--- src/hdl/ptts_pkg.sv ---
// shared types and constants of the periodic task tick scheduler
package ptts_pkg;

   // default table geometry
   localparam int DEFAULT_LEVELS = 4;
   localparam int DEFAULT_SLOTS  = 4;

   // most firings reported by one tick
   localparam int MAX_RESULTS = 16;

   // countdown and period width
   localparam int DATA_W = 16;

   // memory write address width, wide enough for the largest table
   localparam int ADDR_W = 8;

   // request kinds
   typedef enum logic [2:0] {
      KIND_TICK    = 3'd0,
      KIND_CREATE  = 3'd1,
      KIND_DELETE  = 3'd2,
      KIND_SUSPEND = 3'd3,
      KIND_RESUME  = 3'd4,
      KIND_QUERY   = 3'd5
   } kind_type;

   // per entry task state codes
   typedef enum logic [1:0] {
      TS_READY     = 2'd0,
      TS_SUSPENDED = 2'd1,
      TS_DELETED   = 2'd2
   } task_state_type;

   // sequencer states
   typedef enum logic [1:0] {
      ST_IDLE,
      ST_WALK,
      ST_CREATE,
      ST_REPLY
   } ctrl_state_type;

   // write port of the countdown and period memories
   typedef struct packed {
      logic              cd_en;
      logic              rp_en;
      logic [ADDR_W-1:0] addr;
      logic [DATA_W-1:0] cd;
      logic [DATA_W-1:0] rp;
   } mem_wr_type;

endpackage

--- src/hdl/ptts_count_unit.sv ---
// shared countdown unit: zero test and decrement or reload
module ptts_count_unit
   import ptts_pkg::*;
(
   input  logic [DATA_W-1:0] count_val,
   input  logic [DATA_W-1:0] reload_val,
   output logic              is_zero,
   output logic [DATA_W-1:0] next_val
);

   // one subtractor serves both the reload and the decrement
   logic [DATA_W-1:0] operand;

   assign is_zero  = (count_val == '0);
   assign operand  = is_zero ? reload_val : count_val;
   assign next_val = operand - DATA_W'(1);

endmodule

--- src/hdl/ptts_task_mem.sv ---
// countdown and reload period memories, one write and one registered read
module ptts_task_mem
   import ptts_pkg::*;
#(
   parameter int ENTRIES = DEFAULT_LEVELS * DEFAULT_SLOTS,
   parameter int IDX_W   = (ENTRIES > 1) ? $clog2(ENTRIES) : 1
) (
   input  logic              clock,
   input  mem_wr_type        wr,
   input  logic [IDX_W-1:0]  rd_addr,
   output logic [DATA_W-1:0] rd_cd,
   output logic [DATA_W-1:0] rd_rp
);

   logic [DATA_W-1:0] cd_mem [ENTRIES];
   logic [DATA_W-1:0] rp_mem [ENTRIES];

   // writes
   always_ff @(posedge clock) begin
      if (wr.cd_en) begin
         cd_mem[wr.addr[IDX_W-1:0]] <= wr.cd;
      end
      if (wr.rp_en) begin
         rp_mem[wr.addr[IDX_W-1:0]] <= wr.rp;
      end
   end

   // registered reads
   always_ff @(posedge clock) begin
      rd_cd <= cd_mem[rd_addr];
      rd_rp <= rp_mem[rd_addr];
   end

endmodule

--- src/hdl/periodic_task_tick_scheduler_core.sv ---
// top level of the periodic task tick scheduler
// tick: busy during the one-entry-a-cycle table walk
//   through the single countdown memory port and the shared countdown unit
// create: busy while it scans the slots of the level; other kinds: busy through the reply state
// each result is registered and shows on the rsp_ ports in the cycle after the cycle that makes it
// reset: synchronous, all entries deleted and unallocated; countdown memory is not cleared
module periodic_task_tick_scheduler_core
   import ptts_pkg::*;
#(
   parameter int LEVELS          = DEFAULT_LEVELS,
   parameter int SLOTS_PER_LEVEL = DEFAULT_SLOTS
) (
   input  logic        clock,
   input  logic        reset,
   input  logic        start,
   output logic        busy,
   input  logic [2:0]  req_kind,
   input  logic [1:0]  req_level,
   input  logic [1:0]  req_slot,
   input  logic [15:0] req_period,
   input  logic [15:0] req_initial_delay,
   output logic        rsp_valid,
   output logic        rsp_fired,
   output logic [1:0]  rsp_fired_level,
   output logic [1:0]  rsp_fired_slot,
   output logic        rsp_accepted,
   output logic [1:0]  rsp_slot_state,
   output logic        rsp_last
);

   localparam int ENTRIES = LEVELS * SLOTS_PER_LEVEL;
   localparam int IDX_W   = (ENTRIES > 1) ? $clog2(ENTRIES) : 1;
   localparam int LV_W    = (LEVELS > 1) ? $clog2(LEVELS) : 1;
   localparam int SL_W    = (SLOTS_PER_LEVEL > 1) ? $clog2(SLOTS_PER_LEVEL) : 1;
   localparam int NREP_W  = $clog2(MAX_RESULTS + 1);
   localparam logic [IDX_W-1:0]  IDX_LAST = IDX_W'(ENTRIES - 1);
   localparam logic [SL_W-1:0]   SL_LAST  = SL_W'(SLOTS_PER_LEVEL - 1);
   localparam logic [NREP_W-1:0] NREP_MAX = NREP_W'(MAX_RESULTS);

   // sequencer and captured request
   ctrl_state_type    state_ff, state_in;
   kind_type          kind_ff, kind_in;
   logic [1:0]        level_ff, level_in;
   logic [1:0]        slot_ff, slot_in;
   logic [DATA_W-1:0] period_ff, period_in;
   logic [DATA_W-1:0] delay_ff, delay_in;

   // walk issue stage
   logic [IDX_W-1:0]  idx_ff, idx_in;
   logic [LV_W-1:0]   walk_lv_ff, walk_lv_in;
   logic [SL_W-1:0]   walk_sl_ff, walk_sl_in;
   logic              issue_done_ff, issue_done_in;

   // walk process stage
   logic              proc_valid_ff, proc_valid_in;
   logic [IDX_W-1:0]  proc_idx_ff, proc_idx_in;
   logic [LV_W-1:0]   proc_lv_ff, proc_lv_in;
   logic [SL_W-1:0]   proc_sl_ff, proc_sl_in;

   // held firing, sent once the next one or the walk end shows whether it is last
   logic              pend_valid_ff, pend_valid_in;
   logic [LV_W-1:0]   pend_lv_ff, pend_lv_in;
   logic [SL_W-1:0]   pend_sl_ff, pend_sl_in;
   logic [NREP_W-1:0] nrep_ff, nrep_in;

   // create slot scan
   logic [SL_W-1:0]   scan_ff, scan_in;

   // task table flags
   task_state_type    task_state_ff [ENTRIES];
   task_state_type    task_state_in [ENTRIES];
   logic              alloc_ff [ENTRIES];
   logic              alloc_in [ENTRIES];

   // result register
   logic              res_valid_ff, res_valid_in;
   logic              res_fired_ff, res_fired_in;
   logic [1:0]        res_lv_ff, res_lv_in;
   logic [1:0]        res_sl_ff, res_sl_in;
   logic              res_acc_ff, res_acc_in;
   logic [1:0]        res_state_ff, res_state_in;
   logic              res_last_ff, res_last_in;

   // memory and shared unit
   mem_wr_type        mem_wr;
   logic [DATA_W-1:0] rd_cd, rd_rp;
   logic              unit_zero;
   logic [DATA_W-1:0] unit_next;

   logic              accept;
   logic              level_ok;
   logic              query_ok;
   logic [IDX_W-1:0]  create_idx;
   logic [IDX_W-1:0]  query_idx;
   logic              create_done;
   logic              walk_end;

   ptts_task_mem #(
      .ENTRIES (ENTRIES),
      .IDX_W   (IDX_W)
   ) u_mem (
      .clock   (clock),
      .wr      (mem_wr),
      .rd_addr (idx_ff),
      .rd_cd   (rd_cd),
      .rd_rp   (rd_rp)
   );

   ptts_count_unit u_count (
      .count_val  (rd_cd),
      .reload_val (rd_rp),
      .is_zero    (unit_zero),
      .next_val   (unit_next)
   );

   // handshake and shared decode
   assign busy       = (state_ff != ST_IDLE);
   assign accept     = start && !busy;
   assign level_ok   = (32'(level_ff) < LEVELS);
   assign query_ok   = level_ok && (32'(slot_ff) < SLOTS_PER_LEVEL);
   assign create_idx = IDX_W'(32'(level_ff) * SLOTS_PER_LEVEL + 32'(scan_ff));
   assign query_idx  = IDX_W'(32'(level_ff) * SLOTS_PER_LEVEL + 32'(slot_ff));
   assign create_done = !level_ok || !alloc_ff[create_idx] || (scan_ff == SL_LAST);
   assign walk_end   = issue_done_ff && !proc_valid_ff;

   // next state
   always_comb begin
      state_in = state_ff;
      unique case (state_ff)
         ST_IDLE: begin
            if (accept) begin
               if (kind_type'(req_kind) == KIND_TICK) begin
                  state_in = ST_WALK;
               end else if (kind_type'(req_kind) == KIND_CREATE) begin
                  state_in = ST_CREATE;
               end else begin
                  state_in = ST_REPLY;
               end
            end
         end
         ST_WALK: begin
            if (walk_end) begin
               state_in = ST_IDLE;
            end
         end
         ST_CREATE: begin
            if (create_done) begin
               state_in = ST_IDLE;
            end
         end
         ST_REPLY: begin
            state_in = ST_IDLE;
         end
         default: begin
            state_in = ST_IDLE;
         end
      endcase
   end

   // datapath and result outputs
   always_comb begin
      kind_in       = kind_ff;
      level_in      = level_ff;
      slot_in       = slot_ff;
      period_in     = period_ff;
      delay_in      = delay_ff;
      idx_in        = idx_ff;
      walk_lv_in    = walk_lv_ff;
      walk_sl_in    = walk_sl_ff;
      issue_done_in = issue_done_ff;
      proc_valid_in = 1'b0;
      proc_idx_in   = proc_idx_ff;
      proc_lv_in    = proc_lv_ff;
      proc_sl_in    = proc_sl_ff;
      pend_valid_in = pend_valid_ff;
      pend_lv_in    = pend_lv_ff;
      pend_sl_in    = pend_sl_ff;
      nrep_in       = nrep_ff;
      scan_in       = scan_ff;
      for (int e = 0; e < ENTRIES; e++) begin
         task_state_in[e] = task_state_ff[e];
         alloc_in[e]      = alloc_ff[e];
      end
      res_valid_in = 1'b0;
      res_fired_in = 1'b0;
      res_lv_in    = 2'd0;
      res_sl_in    = 2'd0;
      res_acc_in   = 1'b1;
      res_state_in = 2'd0;
      res_last_in  = 1'b0;
      mem_wr       = '0;

      unique case (state_ff)
         ST_IDLE: begin
            // capture the transfer and clear the walk bookkeeping
            if (accept) begin
               kind_in       = kind_type'(req_kind);
               level_in      = req_level;
               slot_in       = req_slot;
               period_in     = req_period;
               delay_in      = req_initial_delay;
               idx_in        = '0;
               walk_lv_in    = '0;
               walk_sl_in    = '0;
               issue_done_in = 1'b0;
               pend_valid_in = 1'b0;
               nrep_in       = '0;
               scan_in       = '0;
            end
         end
         ST_WALK: begin
            // issue the next entry read
            if (!issue_done_ff) begin
               proc_valid_in = 1'b1;
               proc_idx_in   = idx_ff;
               proc_lv_in    = walk_lv_ff;
               proc_sl_in    = walk_sl_ff;
               idx_in        = idx_ff + IDX_W'(1);
               issue_done_in = (idx_ff == IDX_LAST);
               if (walk_sl_ff == SL_LAST) begin
                  walk_sl_in = '0;
                  walk_lv_in = walk_lv_ff + LV_W'(1);
               end else begin
                  walk_sl_in = walk_sl_ff + SL_W'(1);
               end
            end
            // update a ready entry and report a firing
            if (proc_valid_ff && (task_state_ff[proc_idx_ff] == TS_READY)) begin
               mem_wr.cd_en = 1'b1;
               mem_wr.addr  = ADDR_W'(proc_idx_ff);
               mem_wr.cd    = unit_next;
               if (unit_zero && (nrep_ff < NREP_MAX)) begin
                  if (pend_valid_ff) begin
                     res_valid_in = 1'b1;
                     res_fired_in = 1'b1;
                     res_lv_in    = 2'(pend_lv_ff);
                     res_sl_in    = 2'(pend_sl_ff);
                  end
                  pend_valid_in = 1'b1;
                  pend_lv_in    = proc_lv_ff;
                  pend_sl_in    = proc_sl_ff;
                  nrep_in       = nrep_ff + NREP_W'(1);
               end
            end
            // walk end: held firing goes out as last, or an empty report
            if (walk_end) begin
               res_valid_in = 1'b1;
               res_last_in  = 1'b1;
               if (pend_valid_ff) begin
                  res_fired_in = 1'b1;
                  res_lv_in    = 2'(pend_lv_ff);
                  res_sl_in    = 2'(pend_sl_ff);
               end
            end
         end
         ST_CREATE: begin
            // claim the first never allocated slot of the level
            if (!level_ok) begin
               res_valid_in = 1'b1;
               res_acc_in   = 1'b0;
               res_last_in  = 1'b1;
            end else if (!alloc_ff[create_idx]) begin
               alloc_in[create_idx]      = 1'b1;
               task_state_in[create_idx] = TS_READY;
               mem_wr.cd_en = 1'b1;
               mem_wr.rp_en = 1'b1;
               mem_wr.addr  = ADDR_W'(create_idx);
               mem_wr.cd    = delay_ff;
               mem_wr.rp    = period_ff;
               res_valid_in = 1'b1;
               res_last_in  = 1'b1;
            end else if (scan_ff == SL_LAST) begin
               res_valid_in = 1'b1;
               res_acc_in   = 1'b0;
               res_last_in  = 1'b1;
            end else begin
               scan_in = scan_ff + SL_W'(1);
            end
         end
         ST_REPLY: begin
            res_valid_in = 1'b1;
            res_last_in  = 1'b1;
            case (kind_ff)
               KIND_DELETE: begin
                  for (int e = 0; e < ENTRIES; e++) begin
                     if (level_ok && ((e / SLOTS_PER_LEVEL) == int'(level_ff))) begin
                        task_state_in[e] = TS_DELETED;
                     end
                  end
               end
               KIND_SUSPEND: begin
                  for (int e = 0; e < ENTRIES; e++) begin
                     if (level_ok && ((e / SLOTS_PER_LEVEL) == int'(level_ff))) begin
                        task_state_in[e] = TS_SUSPENDED;
                     end
                  end
               end
               KIND_RESUME: begin
                  for (int e = 0; e < ENTRIES; e++) begin
                     if (level_ok && ((e / SLOTS_PER_LEVEL) == int'(level_ff))
                         && alloc_ff[e]) begin
                        task_state_in[e] = TS_READY;
                     end
                  end
               end
               KIND_QUERY: begin
                  res_state_in = query_ok ? task_state_ff[query_idx] : TS_DELETED;
               end
               default: begin
                  // unknown kind changes nothing
                  res_acc_in = 1'b0;
               end
            endcase
         end
         default: begin
         end
      endcase
   end

   // registers
   always_ff @(posedge clock) begin
      if (reset) begin
         state_ff      <= ST_IDLE;
         issue_done_ff <= 1'b0;
         proc_valid_ff <= 1'b0;
         pend_valid_ff <= 1'b0;
         nrep_ff       <= '0;
         res_valid_ff  <= 1'b0;
         for (int e = 0; e < ENTRIES; e++) begin
            task_state_ff[e] <= TS_DELETED;
            alloc_ff[e]      <= 1'b0;
         end
      end else begin
         state_ff      <= state_in;
         issue_done_ff <= issue_done_in;
         proc_valid_ff <= proc_valid_in;
         pend_valid_ff <= pend_valid_in;
         nrep_ff       <= nrep_in;
         res_valid_ff  <= res_valid_in;
         for (int e = 0; e < ENTRIES; e++) begin
            task_state_ff[e] <= task_state_in[e];
            alloc_ff[e]      <= alloc_in[e];
         end
      end
      kind_ff      <= kind_in;
      level_ff     <= level_in;
      slot_ff      <= slot_in;
      period_ff    <= period_in;
      delay_ff     <= delay_in;
      idx_ff       <= idx_in;
      walk_lv_ff   <= walk_lv_in;
      walk_sl_ff   <= walk_sl_in;
      proc_idx_ff  <= proc_idx_in;
      proc_lv_ff   <= proc_lv_in;
      proc_sl_ff   <= proc_sl_in;
      pend_lv_ff   <= pend_lv_in;
      pend_sl_ff   <= pend_sl_in;
      scan_ff      <= scan_in;
      res_fired_ff <= res_fired_in;
      res_lv_ff    <= res_lv_in;
      res_sl_ff    <= res_sl_in;
      res_acc_ff   <= res_acc_in;
      res_state_ff <= res_state_in;
      res_last_ff  <= res_last_in;
   end

   // result ports
   assign rsp_valid       = res_valid_ff;
   assign rsp_fired       = res_fired_ff;
   assign rsp_fired_level = res_lv_ff;
   assign rsp_fired_slot  = res_sl_ff;
   assign rsp_accepted    = res_acc_ff;
   assign rsp_slot_state  = res_state_ff;
   assign rsp_last        = res_last_ff;

endmodule

--- config.mk ---
export PLATFORM = sky130hd
export DESIGN_NAME = periodic_task_tick_scheduler_core
export DESIGN_NICKNAME = d
export VERILOG_FILES = /design/src/hdl/ptts_pkg.sv /design/src/hdl/ptts_count_unit.sv /design/src/hdl/ptts_task_mem.sv /design/src/hdl/periodic_task_tick_scheduler_core.sv
export SDC_FILE = /design/constraint.sdc
export NUM_CORES = 1
export LEC_CHECK = 0
export BUFFER_PORTS_ARGS = -buffer_cell sky130_fd_sc_hd__buf_2
export CAP_MARGIN = 20
export CORE_MARGIN = 4
export CORE_UTILIZATION = 60
export CTS_CLUSTER_SIZE = 40
export DETAILED_ROUTE_END_ITERATION = 10
export HOLD_SLACK_MARGIN = 0.15
export PLACE_DENSITY_LB_ADDON = 0.25
export SYNTH_ARGS = -nofsm -noshare
export SYNTH_HDL_FRONTEND = slang
export SYNTH_HIERARCHICAL = 1
export SYNTH_SLANG_ARGS = --single-unit
export TNS_END_PERCENT = 1
--- constraint.sdc ---
create_clock -name clock -period 10.6 [get_ports clock]
set_clock_uncertainty 0.2 [all_clocks]
set_input_delay 1.06 -clock clock [delete_from_list [all_inputs] [get_ports clock]]
set_output_delay 1.06 -clock clock [all_outputs]
set_load 0.05 [all_outputs]
---- Word level (Yosys, flattened, before mapping) ----
Memories as Yosys holds them, arrays and structs flattened. A register that Yosys moved wholly into a read port is not among the register bits.
Cells that the tools add are included.
word-level totals
  output and inout bits ................... 11
  memories ................................ 4
  logic and storage cells ................. 307
  input port bits ......................... 42
  bits in writable memories ............... 560
  register bits ........................... 79
memories
  name           depth  width  read ports  clocked after Yosys merged registers in  write ports  line                                     RTL
  u_mem.cd_mem   16     16     1           1                                        1            ptts_task_mem.sv:15                      logic [DATA_W-1:0] cd_mem [ENTRIES];
  u_mem.rp_mem   16     16     1           1                                        1            ptts_task_mem.sv:16                      logic [DATA_W-1:0] rp_mem [ENTRIES];
  task_state_ff  16     2      18          2                                        16           periodic_task_tick_scheduler_core.sv:70  task_state_type task_state_ff [ENTRIES];
  alloc_ff       16     1      17          0                                        16           periodic_task_tick_scheduler_core.sv:72  logic alloc_ff [ENTRIES];
cells by class
  add/sub/neg operators ................... 8
  multiplexer cells ....................... 160
  equal/unequal tests ..................... 23
  $lt $le $gt $ge ......................... 3
  bitwise operators ....................... 38
  reductions and logical operators ........ 46
operator list
  cell                   count
  $mux 2                 86
  $pmux 32 s3            1
  $mux 16                4
  $pmux 32 s2            1
  $mux 1                 44
  $mux 42                1
  $pmux 20 s2            1
  $and 32x32->32         1
  $mux 32                1
  $not 32->32            1
  $or 1x1->1             32
  $logic_and 1x1->1      21
  $mux 20                1
  $ne 2x2->1 const B     9
  $logic_not 16->1       1
  $or 16x16->16          1
  $sub 16x1->16 const B  1
  $mux 5                 3
  $mux 4                 3
  $pmux 2 s2             3
  $reduce_and 4->1       3
  $pmux 5 s2             1
  $reduce_and 3->1       3
  $add 4x2->4            2
  other kinds (30)       53

---- Longest topological paths before layout ----
Gate-level depths: netlist (run 1).
  depth after elaboration ................. 11
  mapped depth ............................ 14
  gate-level depth less buffers ........... 12

---- Hierarchy ----
Netlist (run 1), hierarchy kept.
modules (own cells, without submodules)
  module                             cells each  area each (um2)  instances
  ptts_task_mem                      863         19935.4          1
  periodic_task_tick_scheduler_core  569         6223.5           1
  ptts_count_unit                    93          591.8            1

---- Worst setup path after synthesis (run 1) ----
Ideal clock, no wire load.
  kind .................................... register -> register
  start ................................... register scan_ff[0]
  end ..................................... memory u_mem.cd_mem[0][0], enable pin
  slack ................................... 6.697 ns
  buffers on the path ..................... 1
  data required time ...................... 10.012 ns
  arrival ................................. 3.314 ns
  setup time .............................. 0.388 ns
  period minus slack after synthesis ...... 3.903 ns
  cell stages (with the launch flop) ...... 10
  cells stage by stage .................... edfxtp_1 -> inv_1 -> mux4_2 -> and2_4 -> o31a_4 -> and2_4 -> buf_6 -> a22o_1 -> or3b_2 -> nor2_1
RTL lines
  what                    line                                      RTL
  start, declared         periodic_task_tick_scheduler_core.sv:67   logic [SL_W-1:0] scan_ff, scan_in;
  start signal, assigned  periodic_task_tick_scheduler_core.sv:358  scan_ff <= scan_in;
  end, declared           ptts_task_mem.sv:15

==> out/results.txt, run 1 <==
Clk pin slew, worst setup/hold paths - 0.06 ns
Clk sink count - 677
GR Overflow Total - 0
CTS tree - yes
Initial DRC Count - 1720
Layout area overhead - 10.99%
Final setup TNS - 0 ns
Clock latency on the worst-skew pair - 0.61 ns
Pre-antenna DRT Iters - 5
Worst-path maximum fanout - 20
Root Buffer - clkbuf_16
Pwr per Cell Area - 258.2 nW/um2
Final period util - 47.74%
Port Buffers - 52
H-Tree Depth - 3
Post-layout nets - 1621
Min Tclk post-route - 5.061 ns
GP Congestion - 0.9499
Number of global-route vias before repair - 14290
Fin. Hold Viols - 0
Synth Net Count - 1579
Post-DRT Antenna Nets - 0
GRT Total Usage - 25.40%
Core Box Area - 44120 um2
Reg2reg path depth - 8
Hold_buf cts - 0
Vias - 14430
Unrepaired setup endpoints after global routing - false
Clk buf depth - 3
Die height - 219.1 um
Syn Area/Cell - 17.55 um2
Initial antenna violation count - 0
Worst Hold Path Cells - 0
Peak VDD IR - 0.1839 mV
Worst slew margin - 30.85%
Placed instance area - 27480 um2
Post-DP HPWL - 36960 um
LEAKAGE - 9.594 nW
Number of core rows - 77
Inserted Clock Buffers - 68
ANT cells - 0
Post-Syn Area - 26750 um2
DRC errors left - 0
Worst r2r dst - u_mem/cd_mem[15][11]
CTS resizes - 0
CP arrival - 5.07 ns
Status - finished clean
Critical path startpoint category - flip-flop
Worst R2R Setup Slack - 5.54 ns
Die area - 48020 um2
Initial core utilization - 60.62%
Hold Path End - pend_sl_ff[1]
Drt wl/cell - 26.87 um
Hold_sp - proc_sl_ff[1]
Die X - 219.1 um
Cells after Synth - 1524
Max Freq - 197.6 MHz
Layout cells sized above 1 - 22.24%
Final setup fails - 0
Critical Path End Type - flip-flop
Critical path type - reg2reg
Fillers - 2928
Synthesis Warnings - 6
CP Data Required Time - 10.61 ns
Hold Crit Class - reg2reg
Largest net degree at the start of global routing - 113
Pins Over Slew Limit - 0
I/O pins - 53
Worst-Margin Slew - 1.033 ns
Drt total wl - 59400 um
Drt via density - 6.525
Setup Buffers After CTS - 0
Maxcap violations - 0
Post-route cell area - 29690 um2
First-pass GRT wire length - 90000 um
==> worst max-delay path: stages, from the launching register on <==
cell     delay [ns]
dfxtp_1        0.57
or3b_2         0.50
a21oi_1        0.14
nor3_1         0.12
nor4_1         0.60
and2_1         0.70
a22o_1         0.31
nand2_1        0.52
nor2_2         1.02
==> stage by stage <==
step / worst slack [ns] / power [W] / utilization, % / hold slack, ns / instances
2_1_floorplan: 6.697 / 0.004761 / - / 0.2003 / 1524
3_3_place_gp: 5.640 / 0.005322 / 62.27 / 0.2041 / 2087
3_5_place_dp: 5.623 / 0.005352 / 62.27 / 0.2045 / 2087
4_1_cts: 5.606 / 0.007697 / 67.23 / 0.2185 / 2210
5_1_grt: 5.289 / 0.007997 / 67.28 / 0.2352 / 2211
6_report: 5.539 / 0.007666 / 67.28 / 0.2178 / 2211
==> report_power, final <==
part,total [W],internal [W],switching [W]
registers,0.00336,0.00319,0.000170
logic,0.00195,0.000766,0.00119
clock network,0.00235,0.00137,0.000980
==> routing by layer <==
metal  vias to the layer above  global-route usage, %  part of all wire (%)
li1                       6222                      -                     -
met4                         0                  8.068                   2.8
met5                         -                      0                     0
met2                       644                  39.43                    47
met1                      7458                  37.71                    42
met3                       103                  4.306                   8.0
==> worst max path at each step <==
stage / start / to / slack, ns / cells past startpoint
global placement: flip-flop / u_mem/cd_mem[8][9] / 5.64 / 9
finish: flip-flop / u_mem/cd_mem[15][11] / 5.54 / 8
CTS: flip-flop / u_mem/rp_mem[11][11] / 5.61 / 9
global route: flip-flop / u_mem/cd_mem[8][1] / 5.29 / 9
floorplan: scan_ff[0] / u_mem/cd_mem[0][0] / 6.70 / 9
detailed placement: flip-flop / u_mem/rp_mem[11][8] / 5.62 / 9
==> placed cells by master (no fill, tap or decap), types with 6 or more instances in the layout <==
master	instances
o311ai_0	7
ha_1	13
and2_1	26
o21ai_1	6
or3_1	11
clkbuf_16	70
mux2_2	6
mux2i_1	7
nor2_2	32
o22ai_1	8
mux4_2	139
buf_2	52
xnor2_1	8
a22oi_1	72
clkbuf_1	14
inv_1	21
nand2_1	75
o31ai_1	6
a21oi_1	30
dfxtp_1	104
nand3_1	21
o211ai_1	8
a22o_1	24
clkinv_1	13
nand2b_1	15
o21ai_0	28
xor2_1	6
nor2_1	43
bufinv_16	6
nor3_1	14
a21o_1	14
edfxtp_1	573
nor4_1	8
a31oi_1	21
nor4b_1	6
nor2b_1	16
clkinv_2	12
==> flip-flops by register name, summed over array words and instances (netlist names), 3 cells and up, named ones only <==
register       cells
u_mem/rd_rp       16
proc_idx_ff        4
task_state_ff     32
period_ff         16
u_mem/cd_mem     256
u_mem/rp_mem     256
delay_ff          16
nrep_ff            5
idx_ff             4
alloc_ff          16
kind_ff            3
u_mem/rd_cd       16
==> area by class of cell <==
type | count | area [um2] | area share [%]
multi-input combinational | 736 | 7041 | 23.72
clock buffer | 85 | 1818 | 6.124
clock inverter | 38 | 370.4 | 1.248
inverter | 24 | 90.09 | 0.3035
tap | 592 | 740.7 | 2.495
timing repair buffer | 59 | 337.8 | 1.138
sequential | 677 | 19290 | 64.98
No activity file was read; power rests on OpenSTA's default activity.
==> run 2, diff against run 1 <==
Settings changed: ABC_AREA set to 1.
Clock period 10.6 ns to 4.8 ns, I/O delays scaled along.
==> run 2 against run 1 <==
Global-route usage increased by 5.1 points; core utilization up 0.59 points; combinational power rose to 3.4 times the previous value; register-to-register slack worse by 4.8 ns; area after synthesis grew 13%; clock power up 130%.
==> out/results.txt, run 2 <==
Fillers - 3768 (+29%)
Initial DRC Count - 2851 (+66%)
Post-Syn Area - 30300 um2 (+13%)
Layout area overhead - 12.17%
Hold Path End - delay_ff[12]
Root Buffer - clkbuf_16
Worst Hold Path Cells - 3 (+3)
Critical path type - reg2reg
Post-DRT Antenna Nets - 0 (unchanged)
Hold_buf cts - 39 (+39)
Syn Area/Cell - 9.611 um2 (-45%)
Port Buffers - 52 (unchanged)
Seq pwr share - 38.5% (-5.3 points)
CTS resizes - 0 (unchanged)
Place WS - 0.9235 ns (-4.699 ns)
Cells after Synth - 3152 (+110%)
Number of global-route vias before repair - 21410 (+50%)
Hold Crit Class - in2reg
Most frequent cells in the layout - nand2_1 (933), edfxtp_1 (573), inv_1 (500)
Unrepaired setup endpoints after global routing - false
Layout cells sized above 1 - 9.767% (-12 points)
CP Cell Sequence - inv_1 -> o21ai_0 -> nand2_1 -> nand2_1 -> nand3_1 -> nand3_1 -> nand3_1 -> nor2_1 -> nand2_1 -> a21oi_1 -> nand2_1 -> inv_1 -> nand2_1 -> nor2_2
Reg2reg path depth - 14 (+6)
Final WS setup - 0.7639 ns (-4.775 ns)
Register area - 19290 um2 (unchanged)
GR Overflow Total - 0 (unchanged)
Die area - 54150 um2 (+13%)
GRT Total Usage - 30.47% (+5.1 points)
Worst slew margin - 27.12% (-3.7 points)
Clk pin slew, worst setup/hold paths - 0.06 ns (about the same)
DRC errors left - 0 (unchanged)
Final setup TNS - 0 ns (unchanged)
Pins Over Slew Limit - 0 (unchanged)
Post-DP HPWL - 51110 um (+38%)
Number of core rows - 82 (+6.5%)
Sw frac - 38.22% (+7.7 points)
Core Util, Final - 67.87% (+0.59 points)
CP arrival - 4.07 ns (-1.00 ns)
Max Freq - 247.8 MHz (+25%)
Final period util - 84.09% (+36 points)
Fin. Hold Viols - 0 (unchanged)
Worst r2r dst - u_mem/cd_mem[4][7]
Status - finished clean
Drt wl/cell - 20.68 um (-23%)
Post-layout nets - 3309 (+100%)
Inserted Clock Buffers - 70 (+2.9%)
Worst-Margin Slew - 1.089 ns (+0.05577 ns)
Largest net degree at the start of global routing - 210 (+86%)
LEAKAGE - 14.77 nW (+54%)
Internal power - 0.01223 W (+130%)
Area occupied by multi-input gates - 8332 um2 (+18%)
Min Tclk post-route - 4.036 ns (-1.025 ns)
Critical path startpoint category - flip-flop
Die X - 232.7 um (+6.2%)
Clock share of power - 27.5% (-3.2 points)
I/O pins - 53 (unchanged)
Crit path top cell by count - nand2_1
Synth Net Count - 3207 (+100%)
Critical Path End Type - flip-flop
First-pass GRT wire length - 125200 um (+39%)
Hold_sp - start
Final setup fails - 0 (unchanged)
Worst-path maximum fanout - 16 (-20%)
Die height - 232.7 um (+6.2%)
Clock latency on the worst-skew pair - 0.62 ns (about the same)
Pre-antenna DRT Iters - 6 (+1)
Vias - 22460 (+56%)
Initial core utilization - 60.51% (-0.11 points)
Hold Slack - 0.1869 ns (-0.03091 ns)
Crit-path slowest cell - nor2_2
Maxcap violations - 0 (unchanged)
Initial antenna violation count - 0 (unchanged)
Setup Buffers After CTS - 0 (unchanged)
Comb pwr share - 33.9% (+8.4 points)
CP Data Required Time - 4.84 ns (-5.77 ns)
Synthesis Warnings - 6 (unchanged)
Overall Power - 0.01980 W (+160%)
Slowest stage delay, CP - 0.66 ns (-0.36 ns)
Drt via density - 5.645 (-13%)
Peak VDD IR - 0.6568 mV (+260%)
GP Congestion - 0.9433 (-0.69%)
Clk buf depth - 3 (unchanged)
ANT cells - 0 (unchanged)
CTS tree - yes
Pwr per Cell Area - 582.7 nW/um2 (+130%)
Switching pwr - 0.007568 W (+220%)
Drt total wl - 82300 um (+39%)
Clk sink count - 677 (unchanged)
Core Box Area - 50070 um2 (+13%)
H-Tree Depth - 3 (unchanged)
Most common cell after layout, fill and taps aside - nand2_1
Worst R2R Setup Slack - 0.76 ns (-4.78 ns)
[run 2: worst max-delay path, delay by kind of cell, from the launching register on]
kind | cells | cell delay (ns)
buf+inv | 2 | 0.38
simple gates | 10 | 2.09
flops | 1 | 0.52
compound gates | 2 | 0.48
[run 2: how the worst max path moves through the flow]
stage | start | to | cells past startpoint
final | flip-flop | u_mem/cd_mem[4][7] | 14
after global routing | flip-flop | u_mem/cd_mem[4][7] | 14
after CTS | flip-flop | u_mem/cd_mem[4][7] | 14
after detailed placement | flip-flop | u_mem/cd_mem[4][14] | 14
after global placement | flip-flop | u_mem/cd_mem[4][0] | 14
after floorplan | level_ff[1] | u_mem/cd_mem[13][0] | 17
[run 2: layout make-up]
type	count	share of cell area (%)
Sequential cell	677	56.76
Timing Repair Buffer	172	3.873
Tap cell	672	2.474
Clock inverter	35	1.211
Multi-Input combinational cell	1823	24.52
Clock buffer	90	5.497
Inverter	510	5.663
[run 2: power groups by stage]
stage | registers [W] | logic, W | clock network [W]
after floorplan | 0.00761 | 0.00460 | 0
after global placement | 0.00771 | 0.00641 | 0
after detailed placement | 0.00773 | 0.00652 | 0
after CTS | 0.00762 | 0.00660 | 0.00551
after global routing | 0.00768 | 0.00735 | 0.00577
final | 0.00763 | 0.00672 | 0.00545
[run 2: through the flow]
stage	instance area (um2)	cells
6_report	33980	3979
5_1_grt	33980	3979
2_1_floorplan	30300	3152
3_5_place_dp	31280	3814
4_1_cts	33950	3978
3_3_place_gp	31280	3814
[run 2: layer usage]
layer	vias up	part of all wire (%)	track usage [%]
li1	10440	-	-
met1	10660	41	43.23
met2	1191	46	47.91
met3	173	9.1	4.530
met4	0	3.9	12.12
met5	-	0	0
==> run 3, diff against run 2 <==
Settings changed: CORE_UTILIZATION 60 to 57.
Clock period 4.8 ns to 3.5 ns, I/O delays scaled along.
==> run 3 against run 2 <==
Global-route usage shrank 2.8 points; die area grew 5.1%; worst hold slack better by 0.045 ns; worst setup slack worse by 0.56 ns; critical path depth is 2 higher; cell area is 1.2% higher; count of clock-buffer cells in the layout fell by 1; power rose by 35%; largest power group unchanged.
==> out/results.txt, run 3 (synthesis gave the netlist of run 2 again) <==
Critical Path End Type - flip-flop
GR Overflow Total - 0 (unchanged)
Min Tclk post-route - 3.301 ns (-0.7351 ns)
Status - finished clean
Port Buffers - 52 (unchanged)
Clk buf depth - 3 (unchanged)
Pwr per Cell Area - 779.4 nW/um2 (+34%)
ANT cells - 0 (unchanged)
I/O pins - 53 (unchanged)
Layout cells sized above 1 - 10.38% (+0.62 points)
Fillers - 4082 (+8.3%)
Clk pin slew, worst setup/hold paths - 0.06 ns (about the same)
Initial core utilization - 57.65% (-2.9 points)
Initial antenna violation count - 0 (unchanged)
Drt wl/cell - 19.63 um (-5.1%)
Register area - 19290 um2 (unchanged)
Worst slew margin - 29.19% (+2.1 points)
Fin. Hold Viols - 0 (unchanged)
Core Util, Final - 65.47% (-2.4 points)
Most common cell after layout, fill and taps aside - nand2_1
Max Freq - 302.9 MHz (+22%)
Maxcap violations - 0 (unchanged)
Critical path type - reg2reg
H-Tree Depth - 3 (unchanged)
Layout area overhead - 13.56%
Die height - 238.5 um (+2.5%)
Pins Over Slew Limit - 0 (unchanged)
Post-DRT Antenna Nets - 0 (unchanged)
Largest net degree at the start of global routing - 133 (-37%)
DRC errors left - 0 (unchanged)
CP Data Required Time - 3.58 ns (-1.26 ns)
Vias - 22330 (-0.58%)
Peak VDD IR - 0.5936 mV (-9.6%)
Critical path startpoint category - flip-flop
CTS tree - yes
Post-layout nets - 3333 (+0.73%)
Worst-path maximum fanout - 16 (unchanged)
LEAKAGE - 14.95 nW (+1.2%)
Root Buffer - clkbuf_16
Final setup fails - 0 (unchanged)
Pre-antenna DRT Iters - 7 (+1)
GP Congestion - 0.9408 (-0.27%)
Number of core rows - 84 (+2.4%)
Final setup TNS - 0 ns (unchanged)
Most frequent cells in the layout - nand2_1 (932), edfxtp_1 (573), inv_1 (499)
Drt total wl - 78930 um (-4.1%)
GRT Total Usage - 27.72% (-2.8 points)
Hold Slack - 0.2321 ns (+0.04525 ns)
Hold Crit Class - reg2reg
Number of global-route vias before repair - 21450 (+0.20%)
Core Box Area - 52550 um2 (+5.0%)
CP arrival - 3.39 ns (-0.68 ns)
Initial DRC Count - 2318 (-19%)
First-pass GRT wire length - 122000 um (-2.6%)
Die X - 238.5 um (+2.5%)
Die area - 56900 um2 (+5.1%)
Worst-Margin Slew - 1.058 ns (-0.03088 ns)
Clk sink count - 677 (unchanged)
Drt via density - 5.555 (-1.6%)
Clock latency on the worst-skew pair - 0.61 ns (about the same)
Area occupied by multi-input gates - 8318 um2 (-0.17%)
Final period util - 94.32% (+10 points)
Inserted Clock Buffers - 70 (unchanged)
Post-DP HPWL - 49530 um (-3.1%)
-- run 3: changes by cell type in the layout (fill, tap and decap cells not counted), sizes merged --
cell and change:
buf +22, bufinv -4, clkinv +6, dlygate4sd3 +2, clkbuf -1
-- run 3: metrics by stage --
step                      total power, W  area (um2)  cells  setup slack (ns)
after global routing             0.02823       34400   4020          -0.02832
after detailed placement         0.01945       31660   3845           0.08032
after CTS                        0.02671       34280   4012           0.07119
after floorplan                  0.01676       30300   3152           -0.3262
after global placement           0.01932       31660   3845            0.1373
final                            0.02681       34400   4020            0.1990
-- run 3: metal layers --
metal | track usage, % | up-vias | routed length, um
met1 | 39.03 | 10590 | 32450
met3 | 4.534 | 179 | 6870
li1 | - | 10490 | -
met5 | 0 | - | 0
met2 | 44.15 | 1073 | 36860
met4 | 10.20 | 0 | 2751
-- run 3: worst paths after layout --
| kind | startpoint | to | slack (ns) | cells after the start |
|---|---|---|---|---|
| max | level_ff[0] | u_mem/cd_mem[7][7] | 0.20 | 16 |
| min | proc_lv_ff[0] | pend_lv_ff[0] | 0.23 | 0 |
| max reg2reg | level_ff[0] | u_mem/cd_mem[7][7] | 0.20 | 16 |
| min reg2reg | proc_lv_ff[0] | pend_lv_ff[0] | 0.23 | 0 |
-- run 3: power breakdown --
part | switching [W] | leakage [nW] | total, W | internal [W]
Sequential | 0.000534 | 6.13 | 0.0105 | 0.00993
Clock | 0.00308 | 1.08 | 0.00721 | 0.00413
Combinational | 0.00656 | 7.74 | 0.00914 | 0.00259
-- run 3: area by class of cell --
cell class | instances | area share, %
flip-flops and latches | 677 | 56.07
clock inverters | 37 | 0.9274
multi-input cells | 1823 | 24.18
clock buffers | 89 | 5.481
repair buffers | 196 | 5.248
inverters | 510 | 5.597
well taps | 688 | 2.502
-- run 3: critical path, stage by stage (launching register included) --
cell and delay, ns:
edfxtp_1 0.52, nand2_4 0.16, inv_2 0.07, nand2_1 0.08, nand2_1 0.07, nor2_1 0.08
nand3_1 0.10, nand3_2 0.09, nand2_4 0.08, nor2_4 0.14, buf_4 0.21, inv_1 0.10
a21oi_2 0.24, clkinvlp_4 0.19, buf_12 0.18, nor3_2 0.19, buf_4 0.28
-- run 3: repair_timing --
item / 4_1_cts / 5_1_grt
setup endpoints to repair: 0 / 464
gates resized for setup: 0 / 9
hold endpoints to repair: 69 / 0
hold buffers: 41 / 0
buffers inserted: 0 / 7
